File: src/pwd_pkg.sv
// ----------------------------------------------------------------------------
// pwd_pkg
// shared types and codes for the pipeline progress watchdog
// ----------------------------------------------------------------------------
package pwd_pkg;

  localparam int NUM_STAGES = 9;
  localparam int GEN_W      = 64;
  localparam int TIME_W     = 64;
  localparam int STAGE_W    = 4;
  localparam int CFG_IDX_W  = 2;

  // request kinds
  localparam logic REQ_RECORD = 1'b0;
  localparam logic REQ_POLL   = 1'b1;

  // stage codes
  localparam logic [STAGE_W-1:0] STG_NONE      = 4'd0;
  localparam logic [STAGE_W-1:0] STG_CAPTURE   = 4'd1;
  localparam logic [STAGE_W-1:0] STG_PUBLISH   = 4'd2;
  localparam logic [STAGE_W-1:0] STG_SUBMIT    = 4'd3;
  localparam logic [STAGE_W-1:0] STG_ENCODE    = 4'd4;
  localparam logic [STAGE_W-1:0] STG_WRITTEN   = 4'd5;
  localparam logic [STAGE_W-1:0] STG_RECEIVED  = 4'd6;
  localparam logic [STAGE_W-1:0] STG_DECODED   = 4'd7;
  localparam logic [STAGE_W-1:0] STG_COMMITTED = 4'd8;
  localparam logic [STAGE_W-1:0] STG_PRESENTED = 4'd9;

  // capture status codes that let a capture count
  localparam logic [2:0] CAP_COMPLETE = 3'd1;
  localparam logic [2:0] CAP_STARTED  = 3'd5;

  // watch events
  localparam logic [1:0] WATCH_NONE    = 2'd0;
  localparam logic [1:0] WATCH_STALL   = 2'd1;
  localparam logic [1:0] WATCH_RECOVER = 2'd2;

  // side select
  localparam logic SIDE_SENDER   = 1'b0;
  localparam logic SIDE_RECEIVER = 1'b1;

  // configuration register indexes
  localparam logic [CFG_IDX_W-1:0] CFG_SIDE_SELECT = 2'd0;
  localparam logic [CFG_IDX_W-1:0] CFG_STALL_THR   = 2'd1;
  localparam logic [CFG_IDX_W-1:0] CFG_HARD_TO     = 2'd2;

  localparam logic [TIME_W-1:0] STALL_THR_RESET = 64'd100000;
  localparam logic [TIME_W-1:0] HARD_TO_RESET   = 64'd1000000;

  typedef struct packed {
    logic               req_type;
    logic [STAGE_W-1:0] stage_code;
    logic [GEN_W-1:0]   frame_gen;
    logic [TIME_W-1:0]  timestamp_us;
    logic [2:0]         capture_status;
    logic               image_ok;
  } in_item_t;

  typedef struct packed {
    logic               error_flag;
    logic [63:0]        event_number;
    logic [1:0]         watch_event;
    logic [STAGE_W-1:0] lagging_stage;
    logic [GEN_W-1:0]   lagging_frame;
    logic [TIME_W-1:0]  stalled_time_us;
    logic               hard_flag;
  } out_item_t;

  typedef struct packed {
    logic              side_select;
    logic [TIME_W-1:0] stall_thr_us;
    logic [TIME_W-1:0] hard_to_us;
  } cfg_t;

  typedef struct packed {
    logic [STAGE_W-1:0] stage;
    logic [GEN_W-1:0]   frame;
  } lag_info_t;

endpackage

File: src/pipeline_progress_watchdog.sv
// ----------------------------------------------------------------------------
// pipeline_progress_watchdog
// stage generation tracker with stall, recovery and hard-timeout watch
// ----------------------------------------------------------------------------
//
//   channel  handshake             payload       direction
//   in       in_valid / in_stall   in_item_t     record or poll transaction in
//   out      out_valid / out_stall out_item_t    one result per transaction
//   cfg      cfg_valid / cfg_ready index + data  register writes, always ready
//
// an accepted transaction lands in the input register, is evaluated
// combinationally against the tracker state and moves into the result
// register: one transaction per cycle sustained while out_stall is low
// out_stall holds the result register and then the input register; in_stall
// rises only once both are occupied, so one transaction still enters behind
// a waiting result. rst_n is synchronous; all tracker state clears at once
// ----------------------------------------------------------------------------
module pipeline_progress_watchdog
  import pwd_pkg::*;
(
  input  logic                 clk,
  input  logic                 rst_n,
  // input channel
  input  logic                 in_valid,
  output logic                 in_stall,
  input  in_item_t             in_data,
  // result channel
  output logic                 out_valid,
  input  logic                 out_stall,
  output out_item_t            out_data,
  // configuration write channel
  input  logic                 cfg_valid,
  output logic                 cfg_ready,
  input  logic [CFG_IDX_W-1:0] cfg_index,
  input  logic [63:0]          cfg_data
);

  // --------------------------------------------------------------------------
  // configuration
  // --------------------------------------------------------------------------
  cfg_t cfg;

  assign cfg_ready = 1'b1;

  pwd_cfg_regs u_cfg (
    .clk      (clk),
    .rst_n    (rst_n),
    .wr_en    (cfg_valid & cfg_ready),
    .wr_index (cfg_index),
    .wr_data  (cfg_data),
    .cfg      (cfg)
  );

  // --------------------------------------------------------------------------
  // pipeline control
  // --------------------------------------------------------------------------
  logic      in_valid_r;
  in_item_t  in_item_r;
  logic      out_valid_r;
  out_item_t out_item_r;

  logic advance;   // result register can take a new transaction
  logic fire;      // input register moves into the result register
  logic in_take;

  assign advance  = !out_valid_r || !out_stall;
  assign fire     = in_valid_r && advance;
  assign in_stall = in_valid_r && !advance;
  assign in_take  = in_valid && !in_stall;

  always_ff @(posedge clk) begin
    if (!rst_n) begin
      in_valid_r <= 1'b0;
    end else if (in_take) begin
      in_valid_r <= 1'b1;
    end else if (fire) begin
      in_valid_r <= 1'b0;
    end
  end

  always_ff @(posedge clk) begin
    if (in_take) begin
      in_item_r <= in_data;
    end
  end

  // --------------------------------------------------------------------------
  // tracker state
  // --------------------------------------------------------------------------
  logic [GEN_W-1:0]   gen_r [NUM_STAGES];
  logic [63:0]        evt_cnt_r;
  logic [STAGE_W-1:0] w_stage_r;
  logic [GEN_W-1:0]   w_frame_r;
  logic [TIME_W-1:0]  w_since_r;
  logic               stall_rep_r;
  logic               hard_rep_r;

  logic [63:0]        evt_cnt_nxt;
  logic [STAGE_W-1:0] w_stage_nxt;
  logic [GEN_W-1:0]   w_frame_nxt;
  logic [TIME_W-1:0]  w_since_nxt;
  logic               stall_rep_nxt;
  logic               hard_rep_nxt;
  logic               gen_we;
  logic [STAGE_W-1:0] gen_idx;
  out_item_t          res;

  // lag search runs on the stored generations every cycle
  lag_info_t lag;

  pwd_lag_find u_lag (
    .gen         (gen_r),
    .side_select (cfg.side_select),
    .lag         (lag)
  );

  // --------------------------------------------------------------------------
  // record path terms
  // --------------------------------------------------------------------------
  logic             rec_tracked;
  logic             rec_counts;
  logic             rec_adv;
  logic [GEN_W-1:0] rec_cur;
  logic             rec_regress;

  assign gen_idx     = STAGE_W'(in_item_r.stage_code - STG_CAPTURE);
  assign rec_tracked = (in_item_r.stage_code >= STG_CAPTURE) &&
                       (in_item_r.stage_code <= STG_PRESENTED);
  // capture only counts with a good status and a valid image
  assign rec_counts  = (in_item_r.stage_code != STG_CAPTURE) ||
                       (((in_item_r.capture_status == CAP_COMPLETE) ||
                         (in_item_r.capture_status == CAP_STARTED)) &&
                        in_item_r.image_ok);
  assign rec_adv     = rec_tracked && rec_counts && (in_item_r.frame_gen != '0);
  assign rec_cur     = rec_tracked ? gen_r[gen_idx] : '0;
  assign rec_regress = in_item_r.frame_gen < rec_cur;

  // --------------------------------------------------------------------------
  // poll path terms
  // --------------------------------------------------------------------------
  logic              poll_bad;
  logic              lag_changed;
  logic [TIME_W-1:0] elapsed;

  assign poll_bad    = (in_item_r.timestamp_us == '0) ||
                       (cfg.stall_thr_us == '0) ||
                       (cfg.hard_to_us < cfg.stall_thr_us);
  assign lag_changed = (lag.stage != w_stage_r) || (lag.frame != w_frame_r);
  // clock going back counts as no time elapsed
  assign elapsed     = (in_item_r.timestamp_us >= w_since_r) ?
                       (in_item_r.timestamp_us - w_since_r) : '0;

  // --------------------------------------------------------------------------
  // evaluation
  // --------------------------------------------------------------------------
  always_comb begin
    evt_cnt_nxt   = evt_cnt_r;
    w_stage_nxt   = w_stage_r;
    w_frame_nxt   = w_frame_r;
    w_since_nxt   = w_since_r;
    stall_rep_nxt = stall_rep_r;
    hard_rep_nxt  = hard_rep_r;
    gen_we        = 1'b0;
    res           = '0;

    if (in_item_r.req_type == REQ_RECORD) begin
      if (in_item_r.timestamp_us == '0) begin
        res.error_flag = 1'b1;
      end else if (rec_adv && rec_regress) begin
        res.error_flag = 1'b1;
      end else begin
        gen_we           = rec_adv;
        evt_cnt_nxt      = evt_cnt_r + 64'd1;
        res.event_number = evt_cnt_nxt;
      end
    end else begin
      if (poll_bad) begin
        res.error_flag = 1'b1;
      end else if (lag.stage == STG_NONE) begin
        // lag cleared, report recovery only after a reported stall
        if (stall_rep_r) begin
          res.watch_event     = WATCH_RECOVER;
          res.lagging_stage   = w_stage_r;
          res.lagging_frame   = w_frame_r;
          res.stalled_time_us = elapsed;
          stall_rep_nxt       = 1'b0;
          hard_rep_nxt        = 1'b0;
        end
        w_stage_nxt = STG_NONE;
        w_frame_nxt = '0;
        w_since_nxt = '0;
      end else if (lag_changed) begin
        // new lag, restart the watch silently
        w_stage_nxt   = lag.stage;
        w_frame_nxt   = lag.frame;
        w_since_nxt   = in_item_r.timestamp_us;
        stall_rep_nxt = 1'b0;
        hard_rep_nxt  = 1'b0;
      end else if (!stall_rep_r && (elapsed >= cfg.stall_thr_us)) begin
        stall_rep_nxt       = 1'b1;
        res.watch_event     = WATCH_STALL;
        res.lagging_stage   = lag.stage;
        res.lagging_frame   = lag.frame;
        res.stalled_time_us = elapsed;
      end else if (!hard_rep_r && (elapsed >= cfg.hard_to_us)) begin
        hard_rep_nxt = 1'b1;
      end
    end

    res.hard_flag = hard_rep_nxt;
  end

  always_ff @(posedge clk) begin
    if (!rst_n) begin
      for (int i = 0; i < NUM_STAGES; i++) begin
        gen_r[i] <= '0;
      end
      evt_cnt_r   <= '0;
      w_stage_r   <= STG_NONE;
      w_frame_r   <= '0;
      w_since_r   <= '0;
      stall_rep_r <= 1'b0;
      hard_rep_r  <= 1'b0;
    end else if (fire) begin
      if (gen_we) begin
        gen_r[gen_idx] <= in_item_r.frame_gen;
      end
      evt_cnt_r   <= evt_cnt_nxt;
      w_stage_r   <= w_stage_nxt;
      w_frame_r   <= w_frame_nxt;
      w_since_r   <= w_since_nxt;
      stall_rep_r <= stall_rep_nxt;
      hard_rep_r  <= hard_rep_nxt;
    end
  end

  // --------------------------------------------------------------------------
  // result register
  // --------------------------------------------------------------------------
  always_ff @(posedge clk) begin
    if (!rst_n) begin
      out_valid_r <= 1'b0;
    end else if (advance) begin
      out_valid_r <= fire;
    end
  end

  always_ff @(posedge clk) begin
    if (fire) begin
      out_item_r <= res;
    end
  end

  assign out_valid = out_valid_r;
  assign out_data  = out_item_r;

endmodule

File: src/pwd_cfg_regs.sv
// ----------------------------------------------------------------------------
// pwd_cfg_regs
// configuration register file, unknown indexes are dropped
// ----------------------------------------------------------------------------
module pwd_cfg_regs
  import pwd_pkg::*;
(
  input  logic                 clk,
  input  logic                 rst_n,
  input  logic                 wr_en,
  input  logic [CFG_IDX_W-1:0] wr_index,
  input  logic [63:0]          wr_data,
  output cfg_t                 cfg
);

  cfg_t cfg_r;
  cfg_t cfg_nxt;

  always_comb begin
    cfg_nxt = cfg_r;
    if (wr_en) begin
      case (wr_index)
        CFG_SIDE_SELECT: cfg_nxt.side_select  = wr_data[0];
        CFG_STALL_THR:   cfg_nxt.stall_thr_us = wr_data;
        CFG_HARD_TO:     cfg_nxt.hard_to_us   = wr_data;
        default:         cfg_nxt = cfg_r;
      endcase
    end
  end

  always_ff @(posedge clk) begin
    if (!rst_n) begin
      cfg_r.side_select  <= SIDE_SENDER;
      cfg_r.stall_thr_us <= STALL_THR_RESET;
      cfg_r.hard_to_us   <= HARD_TO_RESET;
    end else begin
      cfg_r <= cfg_nxt;
    end
  end

  assign cfg = cfg_r;

endmodule

File: src/pwd_lag_find.sv
// ----------------------------------------------------------------------------
// pwd_lag_find
// first stage behind its predecessor on the selected side
// ----------------------------------------------------------------------------
module pwd_lag_find
  import pwd_pkg::*;
(
  input  logic [GEN_W-1:0] gen [NUM_STAGES],
  input  logic             side_select,
  output lag_info_t        lag
);

  // array slots of each stage (stage code minus one)
  localparam int I_CAP = 0;
  localparam int I_PUB = 1;
  localparam int I_SUB = 2;
  localparam int I_ENC = 3;
  localparam int I_WRT = 4;
  localparam int I_RCV = 5;
  localparam int I_DEC = 6;
  localparam int I_CMT = 7;
  localparam int I_PRS = 8;

  always_comb begin
    lag.stage = STG_NONE;
    lag.frame = '0;
    if (side_select == SIDE_SENDER) begin
      if (gen[I_PUB] < gen[I_CAP]) begin
        lag.stage = STG_PUBLISH;
        lag.frame = gen[I_CAP];
      end else if (gen[I_SUB] < gen[I_PUB]) begin
        lag.stage = STG_SUBMIT;
        lag.frame = gen[I_PUB];
      end else if (gen[I_ENC] < gen[I_SUB]) begin
        lag.stage = STG_ENCODE;
        lag.frame = gen[I_SUB];
      end else if (gen[I_WRT] < gen[I_ENC]) begin
        lag.stage = STG_WRITTEN;
        lag.frame = gen[I_ENC];
      end
    end else begin
      if (gen[I_DEC] < gen[I_RCV]) begin
        lag.stage = STG_DECODED;
        lag.frame = gen[I_RCV];
      end else if (gen[I_CMT] < gen[I_DEC]) begin
        lag.stage = STG_COMMITTED;
        lag.frame = gen[I_DEC];
      end else if (gen[I_PRS] < gen[I_CMT]) begin
        lag.stage = STG_PRESENTED;
        lag.frame = gen[I_CMT];
      end
    end
  end

endmodule
File: config.mk
export PLATFORM = sky130hd
export DESIGN_NAME = pipeline_progress_watchdog
export DESIGN_NICKNAME = d
export VERILOG_FILES = /design/src/pwd_pkg.sv /design/src/pipeline_progress_watchdog.sv /design/src/pwd_cfg_regs.sv /design/src/pwd_lag_find.sv
export SDC_FILE = /design/constraint.sdc
export NUM_CORES = 2
export LEC_CHECK = 0
export BUFFER_PORTS_ARGS = -buffer_cell sky130_fd_sc_hd__buf_2
export CORE_AREA = 10 10 367 405
export CTS_CLUSTER_DIAMETER = 30
export DETAILED_ROUTE_END_ITERATION = 6
export DIE_AREA = 0 0 377 415
export MAX_ROUTING_LAYER = met4
export PLACE_DENSITY = 0.86
export SYNTH_ARGS = -nofsm -noshare
export SYNTH_HDL_FRONTEND = slang
export SYNTH_SLANG_ARGS = --single-unit
File: constraint.sdc
create_clock -name clk -period 19.9 [get_ports clk]
set_input_delay 3.98 -clock clk [delete_from_list [all_inputs] [get_ports clk]]
set_output_delay 3.98 -clock clk [all_outputs]
set_load 0.1 [all_outputs]
; Yosys cells after proc, flatten, opt, wreduce, memory -nomap -nowiden
; Index checks and enable logic that the tools add are counted.
[word_totals]
output_inout_bits = 203
elab_cells = 149
register_bits = 1242
[classes]
n_addsub = 3
reduce_logical = 40
bitwise = 5
order_cmp = 16
muxes = 45
eq_ne = 7
[ops]
columns = operator, count
row1 = 576-bit bitwise mux, 1
row2 = 64-bit < comparator, 9
row3 = 64-bit two-way mux, 9
row4 = 68-bit two-way mux, 7
row5 = 134-bit two-way mux, 2
row6 = 133-bit two-way mux, 2
row7 = 64-bit binary-select mux with 4-bit select, 1
row8 = 64-bit demux with 4-bit select, 1
row9 = 64-bit greater-or-equal comparator, 3
row10 = 64-bit logical NOT, 2
row11 = 67-bit two-way mux, 1
row12 = "64-bit by 1-bit adder with 64-bit output, second input constant", 1
row13 = 64-bit != test, 1
row14 = 64-bit nonzero test, 1
row15 = 64-bit subtractor, 1
row16 = 1-bit two-way mux, 19
row17 = 4-bit AND reduction, 3
row18 = 1-bit logical AND, 11
row19 = 4-bit two-way mux, 2
row20 = 2-bit AND reduction, 4
row21 = 1-bit logical NOT, 6
row22 = 1-bit logical OR, 6
row23 = "5-bit greater-or-equal comparator, second input constant", 1
row24 = "5-bit by 1-bit < comparator with 1-bit output, second input constant", 1
row25 = 17 further kinds, 21

; Longest topological paths before layout
[logic_depth]
ltp_word = 12
mapped_depth = 41

; Modules after synthesis
; A second synthesis with hierarchy kept.
[hier_totals]
cells_unflattened = 7831
hier_area_um2 = 75672.6
[by_module_without_submodules]
columns = module, seq_area_each_um2, instances, cells_per_inst, area_each_um2
row1 = pipeline_progress_watchdog, 25624.6, 1, 5361, 56188.9
row2 = pwd_lag_find, 0.0, 1, 1968, 14557.7
row3 = pwd_cfg_regs, 2582.5, 1, 502, 4926.0

; Worst setup path after synthesis
; Ideal clock, no wire load.
[synth_timing]
kind = input port to flip-flop
startpoint = in out_stall
endpoint = reg gen_r[10] (netlist bit)
t_required_ns = 19.772
slack_ns = -1.564
arrival_ns = 21.336
cell_stages = 9
cell_sequence = a21boi_0 -> and2_1 -> nand2_1 -> nor2_1 -> and4_1 -> clkbuf_1 -> buf_1 -> mux2i_1 -> nor2_1
[synth_via]
elab_chain_len = 4
[synth_rtl]
columns = item, line
row1 = start: declaration, pipeline_progress_watchdog.sv:29  ; input logic out_stall,
row2 = 1-bit logical NOT, pipeline_progress_watchdog.sv:66  ; assign advance = !out_valid_r || !out_stall;
row3 = 1-bit logical OR, pipeline_progress_watchdog.sv:66
row4 = 1-bit logical AND, pipeline_progress_watchdog.sv:67  ; assign fire = in_valid_r && advance;
row5 = 2-bit AND reduction (no source line), n/a
row6 = end signal: indexed assignment, pipeline_progress_watchdog.sv:226  ; gen_r[gen_idx] <= in_item_r.frame_gen;
row7 = end: declaration, pipeline_progress_watchdog.sv:90  ; logic [GEN_W-1:0] gen_r [NUM_STAGES];
; No other way between the ends.
; A chain may end at the register's enable or synchronous reset.

; Worst setup path in the final report
[layout_timing]
startpoint = reg gen_r[143] (netlist bit)
endpoint = reg out_item_r, in the netlist out_data[91], data pin
[layout_via]
elab_chain_len = 8
[layout_rtl]
columns = item, line
row1 = 64-bit < comparator, pwd_lag_find.sv:45  ; end else if (gen[I_CMT] < gen[I_DEC]) begin
row2 = 68-bit two-way mux, pwd_lag_find.sv:45
row3 = 68-bit two-way mux (*), pwd_lag_find.sv:42  ; if (gen[I_DEC] < gen[I_RCV]) begin
row4 = 68-bit two-way mux (*), pwd_lag_find.sv:27  ; if (side_select == SIDE_SENDER) begin
row5 = 64-bit != test or 4-bit != test (tied branches), pipeline_progress_watchdog.sv:148  ; assign lag_changed = (lag.stage != w_stage_r) || (lag.frame != w_frame_r);
row6 = 1-bit logical OR, pipeline_progress_watchdog.sv:148
row7 = 133-bit two-way mux, pipeline_progress_watchdog.sv:192  ; end else if (lag_changed) begin
row8 = 134-bit two-way mux (*), pipeline_progress_watchdog.sv:179  ; end else if (lag.stage == STG_NONE) begin
row9 = end signal: assignment, pipeline_progress_watchdog.sv:250  ; out_item_r <= res;
row10 = end: declaration, pipeline_progress_watchdog.sv:60  ; out_item_t out_item_r;
; Every way passes the cells marked *; elsewhere a longest branch is shown, timed or not.

==> summary by stage <==
Run status
The flow ran to the end, but the final reports show violations. The final reports fail on DRC, capacitance limit, slew limit.

Worst hold path
The worst min-delay path startpoint is in_valid_r. The worst hold path belongs to the class reg2reg. Along the worst hold path, the cell count comes to 2.

The endpoint with the worst hold slack is out_valid.

Worst setup path
The data required time of the worst path is 20.58 ns. The family with the most delay on the worst path is compound AO/OA/AOI/OAI gates. The arrival time at the worst endpoint is between 10 and 15 ns. The worst register-to-register path begins at gen_r[143].

The number of cells on the worst reg-to-reg path is 21. The most common cell type on the critical path is buf_4. On the worst path, the slowest cell contributes a delay of 1.10 ns. The number of buffers and inverters on the critical path is 5. Setup slack on the worst reg-to-reg path comes out at around 9.7 ns. The worst setup path category is reg2reg. The biggest fanout along the worst timing path is 66. The cell at the slowest stage of the critical path is a2111oi_0. The worst setup path is captured at a flip-flop.

STA classifies the critical path startpoint as a flip-flop. The critical path goes through inv_1, ha_1, a21oi_1, o21ai_0, a2111oi_0, a311oi_1, or3b_1, nor2_4, buf_4, buf_4, nand2_1, a32oi_1, a21boi_0, xnor2_1, nand4_1, or4_1, nor2_1, nand4_1, inv_2, buf_4, a22o_1. The endpoint of the worst register-to-register path is out_data[91].

Synthesis
In the synthesized netlist the async set-or-reset flop fraction comes to 0%. The Yosys step of the flow raised 0 warnings. The synthesized design contains between 1000 and 1500 register bits. The share of the yosys chip area belonging to registers is roughly 37%. The biggest area consumer among synthesized cells is dfxtp_1. By area the synthesized netlist is led by dfxtp_1 24%, edfxtp_1 13%, ha_1 13%, mux2i_1 8.3%, nor2_1 4.4%. The number of nets handed over by synthesis was between 9000 and 10000. The area of the mapped netlist is 76500 um2.

For this run, the leading register cell type out of synthesis is dfxtp_1. The synthesized design contains between 300 and 400 enable-type register cells. Synthesis produced a netlist whose cell count is about 8400.

The top cell type's share of synthesized area is 23.7%. The post-synthesis cell type count is a little over 90. The per-instance average area after synthesis is 9.13 um2.

Timing
After routing, the total negative slack on setup checks comes to 0 ns. The fraction of the cycle the final worst path needs is around half. In the post-route analysis, the smallest setup slack over all paths is about 9.7 ns. The final critical path time including I/O delays and setup is around 10 ns. Measured against its own limit, the worst slew margin works out to -2.15%. Clock skew on the completed layout was measured at slightly below 0.1 ns.

The final setup violation count is 0. The final-report hold violation count was 0. At the pin with the least slew margin, the transition time is about 1.5 ns. The highest attainable clock frequency is 0.0981 GHz. Setup repair after global routing left no endpoint under its margin.

The number of slew-limit violations in the final report came to 3.

Global routing
The maximum number of pins on one net before global-route repair is ~150. The via count of the first global-routing pass is 68400. The first global-routing pass estimated between 400000 and 500000 um of wire. The global-route usage over all layers is ~37%.

Global routing finished with a remaining overflow of 0. The initial antenna violation count is 16.

Placed design
The congestion estimate from routability-driven global placement came to between 1 and 1.5. The count of buffers added on input and output ports is 408. The pre-CTS worst setup slack is approximately 10 ns. The wire-length estimate of the detail-placed layout is roughly 210000 um.

Power
The total power density per cell area is approximately 100 nW/um2. Summed over all cells, the static leakage comes to ~39 nW. The logic gate share of total power is 14.1%. The net switching power figure is between 0.002 and 0.003 W. The total internal power is approximately 0.0063 W.

The switching power share of the total is just under 30%. The clock network power share is around 56%. The peak ir drop on the vdd network is slightly below 0.1 mV. The completed layout was analyzed and its total power is slightly below 0.009 W. The share of total power dissipated in sequential elements is 30.4%.

Clock network
Buffers inserted during clock tree synthesis total approximately 300. The number of instances resized during post-cts repair is 0. After clock tree synthesis, the setup repair step added 0 buffers.

Clock tree synthesis found a total of 1241 sinks. Hold repair after CTS inserted 0 buffers. The clock root buffer is clkbuf_16. The total number of H-tree levels is 5. The clock latency on the worst-skew pair is 0.96 ns. The buffer levels on the longest clock path is 4. The clock-pin slew on the worst setup and hold paths is ~0.050 ns. TritonCTS built the clock tree.

Floorplan
The die boundary width is around 380 um. The die height is 415 um. Once the floorplan was initialized, standard cells occupied between 50 and 60% of the core. The I/O pin total is 411. The core box area is 140000 um2. The die covers 156000 um2. The floorplan has approximately 140 rows.

Final layout
Summing all flip-flop and latch instances after layout gives roughly 28000 um2. The library cells used most frequently in the layout, excluding fill and tap cells, are 904 x dfxtp_1, 891 x nor2_1, 764 x ha_1, 693 x inv_1, 636 x mux2i_1. The number of filler cells placed in the layout is roughly 11000. Of the cells placed in the final design, the portion with a size suffix greater than 1 is approximately 14%.

The area of the multi-input gates is around 44000 um2. The library cell used most frequently in the layout, excluding fill and tap cells, is dfxtp_1. The area added between synthesis and finish is 17.7%.

The total number of nets in the final design is 9650.

Drt
The total number of vias is 70700. The total iterations of the first detailed-routing run is 7. Dividing the detail-routed wire length by the instance count gives between 20 and 30 um. The total wirelength of the detailed-routed design is about 300000 um. The DRC marker count from the first detailed-route iteration is between 9000 and 10000.

The remaining routing DRC violations is 4. The post-detailed-route count of antenna-violating nets is 0. The detailed-route vias per instance is between 6 and 7.

Flow run
Across the run, the number of max-cap violations was 1.
[layout make-up]
class,count,share of cell area (%)
Clock inverter,163,2.23
Sequential cell,1241,31.3
Tap cell,1825,2.54
Inverter,697,2.92
Multi-Input combinational cell,5920,48.7
Clock buffer,358,9.03
Antenna cell,13,0.0361
Timing Repair Buffer,517,3.21
[worst min-delay path, stage by stage (launching register included)]
cell and delay, ns:
dfxtp_1 0.34, a21oi_1 0.05, nor2_1 0.07
[sequential cells by signal, indices dropped and copies added, names as in the netlist]
register,cells
out_valid,1
in_item_r,136
gen_r,576
u_cfg.cfg,129
w_since_r,64
in_valid_r,1
stall_rep_r,1
w_frame_r,64
out_data,200
w_stage_r,4
hard_rep_r,1
evt_cnt_r,64
[power groups by stage]
| stage | sequential [W] | combinational (W) | clock [W] |
|---|---|---|---|
| 2_1_floorplan | 0.00283 | 0.000660 | 0 |
| 3_3_place_gp | 0.00276 | 0.00117 | 0 |
| 3_5_place_dp | 0.00276 | 0.00119 | 0 |
| 4_1_cts | 0.00271 | 0.00120 | 0.00496 |
| 5_1_grt | 0.00272 | 0.00129 | 0.00510 |
| 6_report | 0.00272 | 0.00126 | 0.00496 |
[synthesized netlist by cell type (13+ instances only)]
cell       instances
a2111oi_0         24
a211oi_1          53
a21boi_0          20
a21o_1           168
a21oi_1          505
a221oi_1          51
a22o_1            68
a22oi_1           14
a311oi_1          18
a31oi_1           24
a32oi_1           13
and2_1            71
and3_1            33
and4_1            22
buf_1            101
buf_2             49
buf_4             13
clkbuf_1         346
dfxtp_1          905
edfxtp_1         336
ha_1             765
inv_1            694
mux2i_1          636
mux4_2           128
nand2_1          588
nand2b_1          59
nand3_1          273
nand4_1          222
nor2_1           896
nor2b_1           70
nor3_1           142
nor4_1            76
o211ai_1          60
o21a_1            37
o21ai_0          301
o21ai_1           20
o21bai_1          14
o221ai_1          41
o22ai_1           27
o311ai_0          17
o31ai_1           15
o31ai_2           84
or3_1             38
xnor2_1           98
xor2_1            67
[routing by layer]
layer / up-vias / GRT usage (%) / routed length, um
met3: 1281 / 10.6 / 36200
met1: 33600 / 43.8 / 108000
met2: 4946 / 53.6 / 125000
met4: 0 / 26.3 / 25300
met5: - / - / 0
li1: 30900 / - / -
[kinds of logic (layout without fill, tap and decap cells)]
group                    count (synthesis)  after routing  synth area share (%)
AND/OR/NAND/NOR                       2538           2538                  15.4
XOR/XNOR                               165            165                  1.89
flip-flops                            1241           1241                  36.9
other                                    1             14               0.00490
multiplexers                           765            765                  12.1
buffers and inverters                 1215           1735                  6.20
adder cells (fa/ha/maj)                766            766                  12.5
AO/OA/AOI/OAI                         1685           1685                  15.0
[through the flow]
stage               std cells  area (um2)  hold slack (ns)  utilization [%]
floorplan                8376       76500            0.432                -
global placement        10200       79800            0.443             57.2
detailed placement      10200       79800            0.458             57.2
CTS                     10700       90000            0.456             64.4
global route            10700       90000            0.499             64.5
finish                  10700       90000            0.453             64.5
[worst max path at each step]
stage | to | slack, ns | depth (start not counted) | start
6_report | out_data[91] | 9.70 | 21 | gen_r[143]
5_1_grt | out_data[58] | 9.36 | 39 | in_item_r[4]
4_1_cts | out_data[58] | 10.02 | 39 | in_item_r[4]
3_5_place_dp | out_data[58] | 10.04 | 39 | in_item_r[4]
3_3_place_gp | out_data[11] | 10.24 | 39 | in_item_r[4]
2_1_floorplan | gen_r[10] | 3.92 | 9 | out_stall
Note: power is estimated with default switching activity, not from simulation.
